File: src/rtl/core/rau_pkg.sv
// shared types, constants and codes for the rational arithmetic unit
`timescale 1ns / 1ps
`default_nettype none
package rau_pkg;

    localparam int WIDTH = 32;
    localparam int PW    = 2 * WIDTH;          // cross product width
    localparam int CW    = $clog2(PW + 1);     // step counter width

    typedef enum logic [2:0] {
        MODE_ADD = 3'd0,
        MODE_SUB = 3'd1,
        MODE_MUL = 3'd2,
        MODE_DIV = 3'd3,
        MODE_CMP = 3'd4
    } mode_t;

    localparam logic [1:0] ORD_LESS    = 2'd0;
    localparam logic [1:0] ORD_EQUAL   = 2'd1;
    localparam logic [1:0] ORD_GREATER = 2'd2;

    localparam logic [1:0] ST_OK       = 2'd0;
    localparam logic [1:0] ST_DIVZERO  = 2'd1;
    localparam logic [1:0] ST_OVERFLOW = 2'd2;

    typedef struct packed {
        logic [2:0]              mode;
        logic signed [WIDTH-1:0] a_num;
        logic [WIDTH-2:0]        a_den;
        logic signed [WIDTH-1:0] b_num;
        logic [WIDTH-2:0]        b_den;
    } rau_req_t;

    typedef struct packed {
        logic signed [WIDTH-1:0] res_num;
        logic [WIDTH-2:0]        res_den;
        logic [1:0]              order;
        logic [1:0]              status;
    } rau_rsp_t;

    typedef enum logic [3:0] {
        S_IDLE,
        S_MUL0,
        S_MUL1,
        S_COMB,
        S_GSHIFT,
        S_GODD,
        S_GLOOP,
        S_GSCALE,
        S_DIVN,
        S_DIVD,
        S_PACK,
        S_OUT
    } state_t;

    // controller to datapath commands
    typedef struct packed {
        logic load;
        logic mul0;
        logic mul1;
        logic comb;
        logic gshift;
        logic godd;
        logic gloop;
        logic gscale;
        logic div_init;
        logic div_step;
        logic div_num_done;
        logic pack;
    } rau_cmd_t;

    // datapath to controller status
    typedef struct packed {
        logic early;       // result decided without arithmetic
        logic cmp_mode;
        logic gcd_trivial; // one operand zero
        logic both_even;
        logic a_even;
        logic b_zero;
        logic scale_done;
        logic div_last;
    } rau_sts_t;

endpackage
`default_nettype wire

File: src/rtl/core/rau_ctrl.sv
// controller state machine sequencing products, gcd and quotients
`timescale 1ns / 1ps
`default_nettype none
module rau_ctrl (
    input  wire logic              clk,
    input  wire logic              rst_n,
    input  wire logic              in_valid,
    output logic                   in_ready,
    output logic                   out_valid,
    input  wire logic              out_ready,
    input  wire rau_pkg::rau_sts_t sts,
    output rau_pkg::rau_cmd_t      cmd
);
    import rau_pkg::*;

    state_t state_reg, state_next;

    // state register
    always_ff @(posedge clk or negedge rst_n)
    begin
        if (!rst_n)
            state_reg <= S_IDLE;
        else
            state_reg <= state_next;
    end

    // next state, early flag is valid once the first product cycle is done
    always_comb
    begin
        state_next = state_reg;
        case (state_reg)
            S_IDLE:   if (in_valid) state_next = S_MUL0;
            S_MUL0:   state_next = S_MUL1;
            S_MUL1:   state_next = sts.early ? S_OUT : S_COMB;
            S_COMB:   state_next = sts.cmp_mode ? S_OUT : S_GSHIFT;
            S_GSHIFT:
            begin
                if (sts.gcd_trivial)     state_next = S_DIVN;
                else if (!sts.both_even) state_next = S_GODD;
            end
            S_GODD:   if (!sts.a_even) state_next = S_GLOOP;
            S_GLOOP:  if (sts.b_zero) state_next = S_GSCALE;
            S_GSCALE: if (sts.scale_done) state_next = S_DIVN;
            S_DIVN:   if (sts.div_last) state_next = S_DIVD;
            S_DIVD:   if (sts.div_last) state_next = S_PACK;
            S_PACK:   state_next = S_OUT;
            S_OUT:    if (out_ready) state_next = S_IDLE;
            default:  state_next = S_IDLE;
        endcase
    end

    // outputs
    always_comb
    begin
        cmd          = '0;
        in_ready     = 1'b0;
        out_valid    = 1'b0;
        case (state_reg)
            S_IDLE:
            begin
                in_ready = 1'b1;
                cmd.load = in_valid;
            end
            S_MUL0:   cmd.mul0 = 1'b1;
            S_MUL1:   cmd.mul1 = 1'b1;
            S_COMB:   cmd.comb = 1'b1;
            S_GSHIFT:
            begin
                cmd.gshift   = 1'b1;
                cmd.div_init = sts.gcd_trivial;
            end
            S_GODD:   cmd.godd = 1'b1;
            S_GLOOP:  cmd.gloop = 1'b1;
            S_GSCALE:
            begin
                cmd.gscale   = 1'b1;
                cmd.div_init = sts.scale_done;
            end
            S_DIVN:
            begin
                cmd.div_step     = 1'b1;
                cmd.div_num_done = sts.div_last;
            end
            S_DIVD:   cmd.div_step = 1'b1;
            S_PACK:   cmd.pack = 1'b1;
            S_OUT:    out_valid = 1'b1;
            default:  cmd = '0;
        endcase
    end

`ifndef ASSERT_OFF
    // accept only while idle
    a_accept_idle: assert property (@(posedge clk) disable iff (!rst_n)
        in_valid && in_ready |-> state_reg == S_IDLE)
        else $error("request accepted outside idle");
    // a shown result holds until taken
    a_out_hold: assert property (@(posedge clk) disable iff (!rst_n)
        out_valid && !out_ready |=> out_valid)
        else $error("result dropped before taken");
    // never both sides open
    a_excl: assert property (@(posedge clk) disable iff (!rst_n)
        !(in_ready && out_valid))
        else $error("ready and valid together");
`endif
endmodule
`default_nettype wire

File: config.mk
export PLATFORM = sky130hd
export DESIGN_NAME = rau_ctrl
export DESIGN_NICKNAME = d
export VERILOG_FILES = /design/src/rtl/core/rau_pkg.sv /design/src/rtl/core/rau_ctrl.sv
export SDC_FILE = /design/constraint.sdc
export NUM_CORES = 1
export LEC_CHECK = 0
export BUFFER_PORTS_ARGS = -buffer_cell sky130_fd_sc_hd__buf_2
export CAP_MARGIN = 25
export CORE_AREA = 2 2 39 41
export CTS_CLUSTER_DIAMETER = 120
export DETAILED_ROUTE_END_ITERATION = 8
export DIE_AREA = 0 0 41 43
export PLACE_DENSITY = 0.79
export SLEW_MARGIN = 20
export SYNTH_ARGS = -nofsm -noshare
export SYNTH_HDL_FRONTEND = slang
export SYNTH_SLANG_ARGS = --single-unit
File: constraint.sdc
create_clock -name clk -period 4.6 [get_ports clk]
set_input_delay 0.23 -clock clk [delete_from_list [all_inputs] [get_ports clk]]
set_output_delay 0.23 -clock clk [all_outputs]
set_load 0.1 [all_outputs]
==> impl_metrics.json <==
{
  "min_path_type": "in2async",
  "cts_sinks": 4,
  "syn_to_final_growth_pct": 30.15,
  "clk_pin_slew_ns": 0.04,
  "maxCapViolCount": 0,
  "clock_latency_ns": 0.23,
  "vias": 592,
  "fin_cells": 109,
  "cts_root_buffer": "clkbuf_4",
  "slew_headroom_pct": 61.09,
  "dr_wl_met2_um": 597,
  "drc": 0,
  "post-cts-setup-buffers": 0,
  "die_h_um": 43,
  "top_layer": "met4",
  "final_nets": 107,
  "grt_pass1_wl_mm": 1.856,
  "timing.setup.tns_ns": 0,
  "clock_path_buffers": 2,
  "n_fill_cell": 154,
  "worst_pin_slew_ns": 0.5836,
  "cts_buffers": 3,
  "core_area_um2": 1384,
  "ys_seq_elements": 4,
  "wl_mm": 1.235,
  "cts_tree": "built",
  "synth.avg_cell_area_um2": 7.014,
  "crit_type": "reg2out",
  "cts_resized": 0,
  "syn_area_um2": 498.0,
  "synthDistinctLibCells": 30,
  "drt_iter0_drc": 13,
  "ys_seq_area_share_pct": 20.10,
  "worst_setup_path_start_kind": "flop",
  "met1_length_um": 572,
  "dpl.cell_count": 105,
  "slew_viol_final": 0,
  "crit_path_max_fanout": 14,
  "hpwlAfterDp_um": 892.2,
  "layout-drive-gt1-share_pct": 35.48,
  "grt_antenna_before_repair": 0,
  "antenna_left": 0,
  "finalCriticalPeriod_ns": 2.074,
  "htreeDepth": 1,
  "dr_wl_met3_um": 57,
  "worst_setup_path_end_kind": "primary output",
  "routed_via_density": 5.431,
  "antenna_cells": 0,
  "gp_congestion": 0.8698,
  "status": "finished, final reports clean",
  "crit_arrival_ns": 1.84,
  "wl_per_cell_um": 11.33,
  "ios": 26,
  "overflow": 0,
  "track_usage_pct": 15.05,
  "fp-row-count": 14,
  "required_ns": 4.37,
  "portBuffers": 25,
  "first_global_vias": 473,
  "die_area_um2": 1763,
  "max_freq_mhz": 482.1,
  "largest_reg_flops": 4,
  "die_w_um": 41,
  "grt_max_degree": 22,
  "ys_warn_count": 0,
  "setup_viol": 0,
  "drt-pass1-iter-count": 4,
  "syn_nets": 83,
  "start_util_pct": 35.99,
  "rsz0062_at_grt": "no",
  "clock-skew-final_ns": 0.002358,
  "synthCells": 71,
  "hold_violations": 0,
  "finalCritPeriodShare_pct": 45.09
}
## layout make-up
class / count / area [µm²] / area share (%)
inverter: 2 / 7.507 / 1.158
tap: 16 / 20.02 / 3.089
clock buffer: 3 / 22.52 / 3.475
multi-input combinational: 58 / 362.8 / 55.98
timing repair buffer: 26 / 135.1 / 20.85
sequential: 4 / 100.1 / 15.44
## per-layer routing
layer  vias to the layer above  global-route usage (%)
li1                        303                       -
met1                       265                   19.34
met2                        22                   23.44
met3                         2                   3.141
met4                         0                   6.000
met5                         -                       0
## placed cells by master, fill, tap and decap left out
cell type and count:
a21boi_0 1, a21o_1 1, a21oi_1 4, a221o_1 1
a2bb2oi_1 1, a31oi_1 7, and2_1 1, and3_4 1
buf_2 25, clkbuf_4 3, dfrtp_1 4, dlygate4sd3_1 1
inv_1 2, mux2_2 2, nand2_1 5, nand2b_1 6
nand4b_1 1, nor2_1 10, nor3_1 4, nor3b_1 1
nor4_2 1, nor4b_1 1, o21a_1 2, o21bai_1 1
o22a_1 1, o22ai_1 1, o31ai_1 1, or2_2 1
or3_1 1, or3b_1 1, or4_1 1
## synthesized netlist by cell type
library cell,count,area [µm²]
a21oi_1,4,20.02
nor3b_1,1,7.510
a221o_1,1,10.01
and2_1,1,6.260
o22a_1,1,8.760
or3b_1,1,8.760
a21boi_0,1,7.510
clkbuf_1,6,22.52
nand4b_1,1,8.760
or4_1,1,7.510
nor2_1,10,37.54
nor4_1,1,6.260
nor3_1,4,20.02
o21bai_1,1,7.510
o21a_1,2,15.01
nand2b_1,6,37.54
a31oi_1,7,43.79
inv_1,2,7.510
and3_4,1,11.26
nand2_1,5,18.77
mux2_2,2,22.52
a2bb2oi_1,1,8.760
o31ai_1,1,7.510
o22ai_1,1,6.260
nor4b_1,1,8.760
a21o_1,1,7.510
or2_2,1,6.260
dfrtp_1,4,100.1
buf_6,1,11.26
or3_1,1,6.260
## logic make-up (layout without fill, tap and decap cells)
group	count (synthesis)	after routing	synth area share (%)
DFF	4	4	20.10
AOI/OAI and AO/OA	21	21	28.65
muxes	2	2	4.522
buffers and inverters	9	31	8.292
and+or+nand+nor	35	35	38.45
## worst paths after layout
path	start	end	slack (ns)	depth (start not counted)
setup / recovery	state_reg[2]	cmd[1]	2.53	3
hold / removal	rst_n	state_reg[0]	0.32	2
setup reg to reg	state_reg[0]	state_reg[1]	2.67	4
hold reg to reg	state_reg[3]	state_reg[2]	0.79	1
max in group asynchronous	rst_n	state_reg[1]	4.16	2
min in group clk	sts[7]	state_reg[3]	0.40	5
## per-stage QoR
step,utilization [%],area [µm²],setup slack [ns],hold slack [ns]
floorplan,-,504.2,0.4181,-0.06559
CTS,46.84,648.1,2.513,0.3262
detailed placement,44.48,615.6,2.685,0.03380
global placement,44.48,615.6,2.719,0.03342
finish,46.84,648.1,2.526,0.3240
global route,46.84,648.1,2.349,0.3488
## worst max-delay path, cell delays in order, from the launching register on
cell      delay (ns)
dfrtp_1         0.52
nand2b_1        0.31
nor4b_1         0.31
buf_2           0.47
## repair_timing
action | CTS | global route
hold endpoints to repair | 4 | 0
hold buffers | 1 | 0
endpoints found under the setup margin | 0 | 0
Power is not shown: default switching activity piles up to over one toggle a cycle in this logic, so the estimate is an artifact.
